$ cat src/rtl/aluex_pkg.sv
// Shared types and constants for the 8-bit ALU execute stage.
// Used by aluex_alu and alu_execute_stage_8bit_top; no dependencies.
package aluex_pkg;

  localparam int unsigned FLAGS_W = 5;
  localparam int unsigned FLAG_C  = 4;
  localparam int unsigned FLAG_V  = 3;
  localparam int unsigned FLAG_N  = 2;
  localparam int unsigned FLAG_S  = 1;
  localparam int unsigned FLAG_Z  = 0;

  // Shift amount and memory address field come from the low bits of the immediate.
  localparam int unsigned IMM_FIELD_W = 6;

  typedef enum logic [3:0] {
    OP_ADD  = 4'd0,
    OP_SUB  = 4'd1,
    OP_MUL  = 4'd2,
    OP_LDI  = 4'd3,
    OP_BEQZ = 4'd4,
    OP_AND  = 4'd5,
    OP_OR   = 4'd6,
    OP_JR   = 4'd7,
    OP_SAL  = 4'd8,
    OP_SAR  = 4'd9,
    OP_LB   = 4'd10,
    OP_SB   = 4'd11
  } op_e;

  typedef struct packed {
    logic [3:0]         mode;
    logic [5:0]         dest_reg;
    logic signed [7:0]  first_value;
    logic signed [7:0]  second_value;
    logic signed [7:0]  immediate;
    logic [15:0]        instr_pc;
  } instr_t;

  typedef struct packed {
    logic               reg_write;
    logic [5:0]         write_reg;
    logic signed [7:0]  write_value;
    logic [FLAGS_W-1:0] flags;
    logic               branch_taken;
    logic [15:0]        target_pc;
    logic               bad_opcode;
  } result_t;

endpackage

$ cat src/rtl/alu_execute_stage_8bit_top.sv
// Execute stage of an 8-bit pipelined processor: ALU, flags, branches, data memory.
// An accepted request is held in stage one; its result is then registered in the output register.
// Throughput: one request per cycle; a held result stalls the input once both stages
// are full. The memory read is issued at accept, a store writes as it leaves stage one.
// Reset: flags clear; each memory entry has a valid bit cleared at once, so an
// unwritten entry reads as zero and no clearing pass is needed.
module alu_execute_stage_8bit_top #(
  parameter int unsigned REG_COUNT = 64,
  parameter int unsigned MEM_DEPTH = 64
) (
  input  logic                          clk_i,
  input  logic                          rst_ni,
  input  logic                          in_valid_i,
  output logic                          in_ready_o,
  input  logic [3:0]                    mode_i,
  input  logic [5:0]                    dest_reg_i,
  input  logic signed [7:0]             first_value_i,
  input  logic signed [7:0]             second_value_i,
  input  logic signed [7:0]             immediate_i,
  input  logic [15:0]                   instr_pc_i,
  output logic                          out_valid_o,
  input  logic                          out_ready_i,
  output logic                          reg_write_o,
  output logic [5:0]                    write_reg_o,
  output logic signed [7:0]             write_value_o,
  output logic [aluex_pkg::FLAGS_W-1:0] flags_o,
  output logic                          branch_taken_o,
  output logic [15:0]                   target_pc_o,
  output logic                          bad_opcode_o
);
  import aluex_pkg::*;

  localparam int unsigned AW       = $clog2(MEM_DEPTH);
  localparam int unsigned FIELD_SZ = 2 ** IMM_FIELD_W;

  // immediate field to memory index, folded by the memory depth
  logic [AW-1:0] addr_lut [FIELD_SZ];
  for (genvar g = 0; g < FIELD_SZ; g++) begin : g_addr_lut
    assign addr_lut[g] = AW'(g % MEM_DEPTH);
  end

  instr_t             s1_q;
  logic               s1_valid_q;
  logic               s1_fire;
  logic               in_fire;
  logic [FLAGS_W-1:0] flags_q;
  logic [MEM_DEPTH-1:0] mem_vld_q;
  logic               rd_vld_q;
  logic               fwd_hit_q;
  logic [7:0]         fwd_data_q;
  logic [AW-1:0]      in_addr;
  logic [AW-1:0]      s1_addr;
  logic               ram_we;
  logic [7:0]         ram_rdata;
  logic [7:0]         load_data;
  result_t            alu_res;
  result_t            out_q;
  logic               out_valid_q;

  assign in_addr = addr_lut[immediate_i[IMM_FIELD_W-1:0]];
  assign s1_addr = addr_lut[s1_q.immediate[IMM_FIELD_W-1:0]];

  assign s1_fire    = s1_valid_q && (!out_valid_q || out_ready_i);
  assign in_ready_o = !s1_valid_q || s1_fire;
  assign in_fire    = in_valid_i && in_ready_o;
  assign ram_we     = s1_fire && (s1_q.mode == OP_SB);

  aluex_ram #(
    .WIDTH(8),
    .DEPTH(MEM_DEPTH)
  ) u_data_ram (
    .clk_i  (clk_i),
    .we_i   (ram_we),
    .waddr_i(s1_addr),
    .wdata_i(s1_q.first_value),
    .re_i   (in_fire),
    .raddr_i(in_addr),
    .rdata_o(ram_rdata)
  );

  // a store retiring in the same cycle as the read bypasses the RAM
  assign load_data = fwd_hit_q ? fwd_data_q : (rd_vld_q ? ram_rdata : 8'd0);

  aluex_alu #(
    .REG_COUNT(REG_COUNT)
  ) u_alu (
    .instr_i    (s1_q),
    .flags_i    (flags_q),
    .load_data_i(load_data),
    .res_o      (alu_res)
  );

  always_ff @(posedge clk_i or negedge rst_ni) begin
    if (!rst_ni) begin
      s1_valid_q  <= 1'b0;
      out_valid_q <= 1'b0;
      flags_q     <= '0;
      mem_vld_q   <= '0;
      rd_vld_q    <= 1'b0;
      fwd_hit_q   <= 1'b0;
    end else begin
      if (in_fire) begin
        s1_valid_q <= 1'b1;
      end else if (s1_fire) begin
        s1_valid_q <= 1'b0;
      end
      if (s1_fire) begin
        out_valid_q <= 1'b1;
        flags_q     <= alu_res.flags;
      end else if (out_ready_i) begin
        out_valid_q <= 1'b0;
      end
      if (ram_we) begin
        mem_vld_q[s1_addr] <= 1'b1;
      end
      if (in_fire) begin
        rd_vld_q  <= mem_vld_q[in_addr];
        fwd_hit_q <= ram_we && (s1_addr == in_addr);
      end
    end
  end

  always_ff @(posedge clk_i) begin
    if (in_fire) begin
      s1_q.mode         <= mode_i;
      s1_q.dest_reg     <= dest_reg_i;
      s1_q.first_value  <= first_value_i;
      s1_q.second_value <= second_value_i;
      s1_q.immediate    <= immediate_i;
      s1_q.instr_pc     <= instr_pc_i;
      fwd_data_q        <= s1_q.first_value;
    end
    if (s1_fire) begin
      out_q <= alu_res;
    end
  end

  assign out_valid_o    = out_valid_q;
  assign reg_write_o    = out_q.reg_write;
  assign write_reg_o    = out_q.write_reg;
  assign write_value_o  = out_q.write_value;
  assign flags_o        = out_q.flags;
  assign branch_taken_o = out_q.branch_taken;
  assign target_pc_o    = out_q.target_pc;
  assign bad_opcode_o   = out_q.bad_opcode;

`ifndef SYNTH
  a_wb_excl_branch: assert property (@(posedge clk_i) disable iff (!rst_ni)
    out_valid_o && reg_write_o |-> !branch_taken_o)
    else $error("write-back and branch in one result");

  a_no_target: assert property (@(posedge clk_i) disable iff (!rst_ni)
    out_valid_o && !branch_taken_o |-> target_pc_o == 16'd0)
    else $error("target without taken branch");

  a_bad_keeps_flags: assert property (@(posedge clk_i) disable iff (!rst_ni)
    s1_fire && alu_res.bad_opcode |=> flags_q == $past(flags_q))
    else $error("unknown opcode changed flags");

  a_store_marks_valid: assert property (@(posedge clk_i) disable iff (!rst_ni)
    ram_we |=> mem_vld_q[$past(s1_addr)])
    else $error("stored entry not marked valid");
`endif

endmodule

$ cat src/rtl/aluex_ram.sv
// Generic single-port-write, single-port-read RAM with registered read data.
// No dependencies.
module aluex_ram #(
  parameter int unsigned WIDTH = 8,
  parameter int unsigned DEPTH = 64
) (
  input  logic                     clk_i,
  input  logic                     we_i,
  input  logic [$clog2(DEPTH)-1:0] waddr_i,
  input  logic [WIDTH-1:0]         wdata_i,
  input  logic                     re_i,
  input  logic [$clog2(DEPTH)-1:0] raddr_i,
  output logic [WIDTH-1:0]         rdata_o
);

  logic [WIDTH-1:0] mem_q [DEPTH];
  logic [WIDTH-1:0] rdata_q;

  always_ff @(posedge clk_i) begin
    if (we_i) begin
      mem_q[waddr_i] <= wdata_i;
    end
    if (re_i) begin
      rdata_q <= mem_q[raddr_i];
    end
  end

  assign rdata_o = rdata_q;

endmodule

$ cat src/rtl/aluex_alu.sv
// ALU, branch and flag logic of the execute stage, purely combinational.
// Depends on aluex_pkg.
module aluex_alu #(
  parameter int unsigned REG_COUNT = 64
) (
  input  aluex_pkg::instr_t                 instr_i,
  input  logic [aluex_pkg::FLAGS_W-1:0]     flags_i,
  input  logic [7:0]                        load_data_i,
  output aluex_pkg::result_t                res_o
);
  import aluex_pkg::*;

  logic [7:0]             a;
  logic [7:0]             b;
  logic [8:0]             sum;
  logic [7:0]             diff;
  logic [15:0]            prod;
  logic [IMM_FIELD_W-1:0] sh;
  logic [2:0]             sar_amt;
  logic                   dest_ok;

  assign a       = instr_i.first_value;
  assign b       = instr_i.second_value;
  assign sum     = {1'b0, a} + {1'b0, b};
  assign diff    = a - b;
  assign prod    = a * b;
  assign sh      = instr_i.immediate[IMM_FIELD_W-1:0];
  assign sar_amt = (sh >= IMM_FIELD_W'(8)) ? 3'd7 : sh[2:0];
  assign dest_ok = {1'b0, instr_i.dest_reg} < 7'(REG_COUNT);

  always_comb begin
    logic [7:0]         res;
    logic               wr;
    logic               set_nz;
    logic [FLAGS_W-1:0] fl;
    logic               taken;
    logic [15:0]        target;
    logic               bad;

    res    = '0;
    wr     = 1'b0;
    set_nz = 1'b0;
    fl     = flags_i;
    taken  = 1'b0;
    target = '0;
    bad    = 1'b0;

    case (instr_i.mode)
      OP_ADD: begin
        res        = sum[7:0];
        wr         = 1'b1;
        set_nz     = 1'b1;
        fl[FLAG_C] = sum[8];
        fl[FLAG_V] = (a[7] == b[7]) && (res[7] != a[7]);
        fl[FLAG_S] = res[7] ^ fl[FLAG_V];
      end
      OP_SUB: begin
        res        = diff;
        wr         = 1'b1;
        set_nz     = 1'b1;
        fl[FLAG_V] = (a[7] != b[7]) && (res[7] != a[7]);
        fl[FLAG_S] = res[7] ^ fl[FLAG_V];
      end
      OP_MUL: begin
        res    = prod[7:0];
        wr     = 1'b1;
        set_nz = 1'b1;
      end
      OP_LDI: begin
        res = instr_i.immediate;
        wr  = 1'b1;
      end
      OP_BEQZ: begin
        if (a == 8'd0) begin
          taken  = 1'b1;
          target = instr_i.instr_pc + 16'd1
                 + {{8{instr_i.immediate[7]}}, instr_i.immediate};
        end
      end
      OP_AND: begin
        res    = a & b;
        wr     = 1'b1;
        set_nz = 1'b1;
      end
      OP_OR: begin
        res    = a | b;
        wr     = 1'b1;
        set_nz = 1'b1;
      end
      OP_JR: begin
        taken  = 1'b1;
        target = {a, b};
      end
      OP_SAL: begin
        res    = (sh >= IMM_FIELD_W'(8)) ? 8'd0 : (a << sh[2:0]);
        wr     = 1'b1;
        set_nz = 1'b1;
      end
      OP_SAR: begin
        res    = $signed(a) >>> sar_amt;
        wr     = 1'b1;
        set_nz = 1'b1;
      end
      OP_LB: begin
        res = load_data_i;
        wr  = 1'b1;
      end
      OP_SB: begin
        // memory write is issued by the stage control
      end
      default: begin
        bad = 1'b1;
      end
    endcase

    if (set_nz) begin
      fl[FLAG_N] = res[7];
      fl[FLAG_Z] = (res == 8'd0);
    end

    // drop the write-back for a destination outside the register file
    wr = wr && dest_ok;

    res_o.reg_write    = wr;
    res_o.write_reg    = wr ? instr_i.dest_reg : 6'd0;
    res_o.write_value  = wr ? res : 8'd0;
    res_o.flags        = fl;
    res_o.branch_taken = taken;
    res_o.target_pc    = target;
    res_o.bad_opcode   = bad;
  end

endmodule

$ cat config.mk
export PLATFORM = sky130hd
export DESIGN_NAME = alu_execute_stage_8bit_top
export DESIGN_NICKNAME = d
export VERILOG_FILES = /design/src/rtl/aluex_pkg.sv /design/src/rtl/alu_execute_stage_8bit_top.sv /design/src/rtl/aluex_ram.sv /design/src/rtl/aluex_alu.sv
export SDC_FILE = /design/constraint.sdc
export NUM_CORES = 1
export LEC_CHECK = 0
export BUFFER_PORTS_ARGS = -buffer_cell sky130_fd_sc_hd__buf_2
export CORE_MARGIN = 2
export CORE_UTILIZATION = 50
export DETAILED_ROUTE_END_ITERATION = 10
export PLACE_DENSITY = 0.64
export SETUP_SLACK_MARGIN = 0.5
export SYNTH_ARGS = -nofsm -noshare
export SYNTH_HDL_FRONTEND = slang
export SYNTH_SLANG_ARGS = --single-unit
$ cat constraint.sdc
create_clock -name clk_i -period 7.41 [get_ports clk_i]
set_input_delay 0.741 -clock clk_i [delete_from_list [all_inputs] [get_ports clk_i]]
set_output_delay 0.741 -clock clk_i [all_outputs]
set_load 0.005 [all_outputs]
==> results_tabular.tex <==
\begin{tabular}{lr}
\hline
Metric & Value \\
\hline
\multicolumn{2}{l}{\textbf{Timing}} \\
Post-route clock skew & 0.0239 ns \\
Final max-slew violation count & 0 \\
Worst Hold Margin & 0.312 ns \\
Final cycle utilization of the critical path & 0.677 \\
Slew at the pin closest to its max-slew limit & 1.18 ns \\
Final Critical Period & 5.02 ns \\
Summed negative setup slack over all endpoints & 0 ns \\
Upper clock frequency limit & 0.199 GHz \\
Relative slew slack & 0.209 \\
Number of setup violations in the final report & 0 \\
Total count of hold-check failures in the final report & 0 \\
Unrepaired setup endpoints after global routing & false \\
\multicolumn{2}{l}{\textbf{Worst setup path}} \\
Startpoint kind of the worst setup timing path & flip-flop \\
Chain of cells forming the critical path & buf\_4 -> ha\_1 -> ha\_1 -> ha\_1 -> inv\_1 -> fa\_1 -> inv\_1 -> ha\_1 -> inv\_1 -> fa\_1 -> mux2\_2 -> o21ai\_0 -> a32oi\_1 -> o221ai\_1 -> a311o\_1 -> or4b\_4 -> o31ai\_1 \\
Worst Reg2Reg Path Length in Cells & 17 \\
Data arrival time of the critical path & 5.45 ns \\
WP data required & 7.84 ns \\
Worst r2r src & s1\_q[33] \\
Setup crit end kind & flip-flop \\
Worst R2R Setup Slack & 2.39 ns \\
Critical path's slowest cell & buf\_4 \\
Most frequent CP cell & ha\_1 \\
Largest stage delay, worst path & 0.71 ns \\
Top fanout value on the critical path & 78 \\
Endpoint of the worst register-to-register path & flags\_o[0] \\
Path type of the worst setup path & reg2reg \\
\multicolumn{2}{l}{\textbf{Hold path}} \\
Worst Hold Endpoint & s1\_q[22] \\
Class of the tightest hold or removal check & in2reg \\
Hold path cells & 1 \\
Hold path startpoint & immediate\_i[6] \\
\multicolumn{2}{l}{\textbf{Logic synthesis}} \\
Cell type contributing the most total cell area after synthesis & edfxtp\_1 \\
Area fraction in and, or, nand and nor cells after synthesis & 0.0611 \\
Post-synthesis sequential element count & 689 \\
Count of different cell masters after synthesis & 69 \\
Ys async rst share & 0.106 \\
Cell types with the largest area share after synthesis & edfxtp\_1 62\%, mux4\_2 14\%, dfrtp\_1 6.1\% \\
Count of yosys warnings during synthesis & 0 \\
Post-synthesis mux area share & 0.155 \\
Number of synthesized flops with an enable pin & 616 \\
Post-synth top area share & 0.622 \\
Synthesized netlist net count & 1791 \\
Xor and xnor fraction of the mapped netlist area & 0.0109 \\
Commonest cells in the netlist & 616 x edfxtp\_1, 191 x mux4\_2, 121 x nor2\_1 \\
Number of instances in the synthesized netlist & 1667 \\
Most repeated cell in the gate-level netlist after synthesis & edfxtp\_1 \\
Top flip-flop cell by instance count after synthesis & edfxtp\_1 \\
Largest family of logic cells by synthesized area & multiplexers \\
Post-Syn Area & 0.0297 mm\^{}2 \\
Fraction of the mapped netlist area in compound gates & 0.0355 \\
Mean Syn Cell Area & 17.8 um\^{}2 \\
Adder-cell share of the synthesized area & 0.0335 \\
Sequential element share of the synthesized area & 0.684 \\
\multicolumn{2}{l}{\textbf{CTS}} \\
Max Buffers Root-to-Sink & 3 \\
Clock tree from TritonCTS & yes \\
Worst-path clk slew & 0.06 ns \\
Clock buffers created by TritonCTS & 71 \\
CTS root buffer & clkbuf\_16 \\
Post-CTS setup buffer count & 0 \\
CTS Sinks & 689 \\
Worst skew pair latency & 0.62 ns \\
Level count of the clock H-tree & 3 \\
\multicolumn{2}{l}{\textbf{Cells and area}} \\
Number of nets in the finished design & 1900 \\
Area of all placed cells without fillers & 0.0333 mm\^{}2 \\
Ant. Diodes & 0 \\
Fillcell total & 4531 \\
Proportion of layout cells with a drive suffix above 1 & 0.273 \\
Layout area overhead & 12.0\% \\
Layout Cells excl Fill & 2607 \\
\multicolumn{2}{l}{\textbf{Power and ir drop}} \\
Pwr/cell area & 259 mW/mm\^{}2 \\
Leak Pwr & 11.7 nW \\
VDD IR-drop max & 0.182 mV \\
\multicolumn{2}{l}{\textbf{Route}} \\
Remaining antenna violation count & 0 \\
DRC violations left & 0 \\
Via count & 15700 \\
Detailed Routing Iterations Pass 1 & 5 \\
Via-to-Cell Ratio & 6.01 \\
Final wirelength & 70900 um \\
Initial DRC Count & 1391 \\
Average wire per cell in the routed design & 27.2 um \\
\multicolumn{2}{l}{\textbf{Placement}} \\
Placed wire-length estimate & 44500 um \\
Cell area reported after detailed placement & 0.0310 mm\^{}2 \\
Port buffer count & 93 \\
Number of placed instances with taps included & 2475 \\
Routability congestion estimate from global placement & 0.932 \\
\multicolumn{2}{l}{\textbf{Global routing}} \\
Maximum number of pins on one net before global-route repair & 80 \\
Overall overflow remaining after global route & 0 \\
Vias in the first global route & 16100 \\
First-pass GRT wire length & 105000 um \\
Total routing resource utilization after global routing & 0.236 \\
Initial antenna violation count & 1 \\
\multicolumn{2}{l}{\textbf{Floorplan}} \\
Number of top-level design ports & 94 \\
Die W & 248 um \\
Vertical extent of the die & 248 um \\
Number of placement rows & 89 \\
Std-Cell Core Area & 0.0589 mm\^{}2 \\
Total Die Area & 0.0614 mm\^{}2 \\
Initial Util & 0.505 \\
\multicolumn{2}{l}{\textbf{Status}} \\
Result of the run & finished, final reports clean \\
\multicolumn{2}{l}{\textbf{Flow run}} \\
Max-cap check violation count & 0 \\
\hline
\end{tabular}
==> critical path: cells and delay by family (launching register included) <==
| kind | cells | cell delay [ns] |
|---|---|---|
| fa+ha+maj | 6 | 1.91 |
| mux | 1 | 0.14 |
| compound gates | 5 | 0.97 |
| simple gates | 1 | 0.50 |
| flops | 1 | 0.39 |
| buf+inv | 4 | 0.91 |
==> worst max-delay path by stage <==
| stage | startpoint | endpoint | slack [ns] | depth (start not counted) |
|---|---|---|---|---|
| 2_1_floorplan | s1_q[33] | flags_o[0] | 2.03 | 17 |
| 3_3_place_gp | s1_q[33] | flags_o[0] | 2.49 | 17 |
| 3_5_place_dp | s1_q[33] | flags_o[0] | 2.35 | 17 |
| 4_1_cts | s1_q[33] | flags_o[0] | 2.32 | 17 |
| 5_1_grt | s1_q[33] | flags_o[0] | 2.07 | 17 |
| 6_report | s1_q[33] | flags_o[0] | 2.39 | 17 |
==> cell type report <==
cell class,count,area [um^2],area share
clock inverters,32,300,0.00902
inverters,59,221,0.00665
clock buffers,99,1980,0.0596
multi-input cells,837,8810,0.265
flip-flops and latches,689,20300,0.610
repair buffers,118,687,0.0206
well taps,773,967,0.0291
==> sequential cells by signal, indices dropped and copies added (netlist names), 5 cells and up <==
register,count
u_data_ram.rdata_o,8
flags_q,5
s1_q,50
target_pc_o,16
flags_o,5
write_reg_o,6
fwd_data_q,8
write_value_o,8
u_data_ram.mem_q,512
mem_vld_q,64
==> kinds of logic (layout without fill, tap and decap cells) <==
logic type / Yosys count / count (layout)
compound gates: 155 / 155
xor+xnor: 37 / 37
fa+ha+maj: 70 / 70
buf+inv: 141 / 308
flops: 689 / 689
mux: 220 / 220
simple gates: 355 / 355
==> per-layer routing <==
metal	vias up	GRT usage	part of all wire
met5	-	0	0.00013
met4	2	0.0847	0.036
met3	128	0.0456	0.060
met2	509	0.367	0.47
met1	8234	0.336	0.43
li1	6798	-	-
==> metrics by stage <==
step | power [mW] | worst slack, ns | util
2_1_floorplan | 4.95 | 2.03 | -
6_report | 8.62 | 2.39 | 0.565
4_1_cts | 8.69 | 2.32 | 0.565
3_5_place_dp | 5.22 | 2.35 | 0.526
5_1_grt | 8.90 | 2.07 | 0.565
3_3_place_gp | 5.21 | 2.49 | 0.526
==> report_power, final <==
part	internal (mW)	leakage (nW)	total (mW)	switching (mW)
combinational	0.310	3.99	0.771	0.461
sequential	4.32	6.62	4.37	0.0441
clock	2.00	1.12	3.48	1.48
==> placed cells by master (no fill, tap or decap), types with 23 or more instances in the layout <==
master / n
o21ai_0: 36
dfrtp_1: 73
ha_1: 54
mux4_2: 191
clkbuf_16: 72
a21oi_1: 31
or2_2: 68
buf_2: 90
nor2_1: 121
buf_4: 24
nand2_1: 60
inv_1: 58
edfxtp_1: 616
xnor2_1: 23
==> what timing repair did <==
action | CTS | global route
hold buffers | 1 | 0
hold endpoints to repair | 5 | 0
resized for setup | 0 | 0
(Power assumes the default switching activity.)
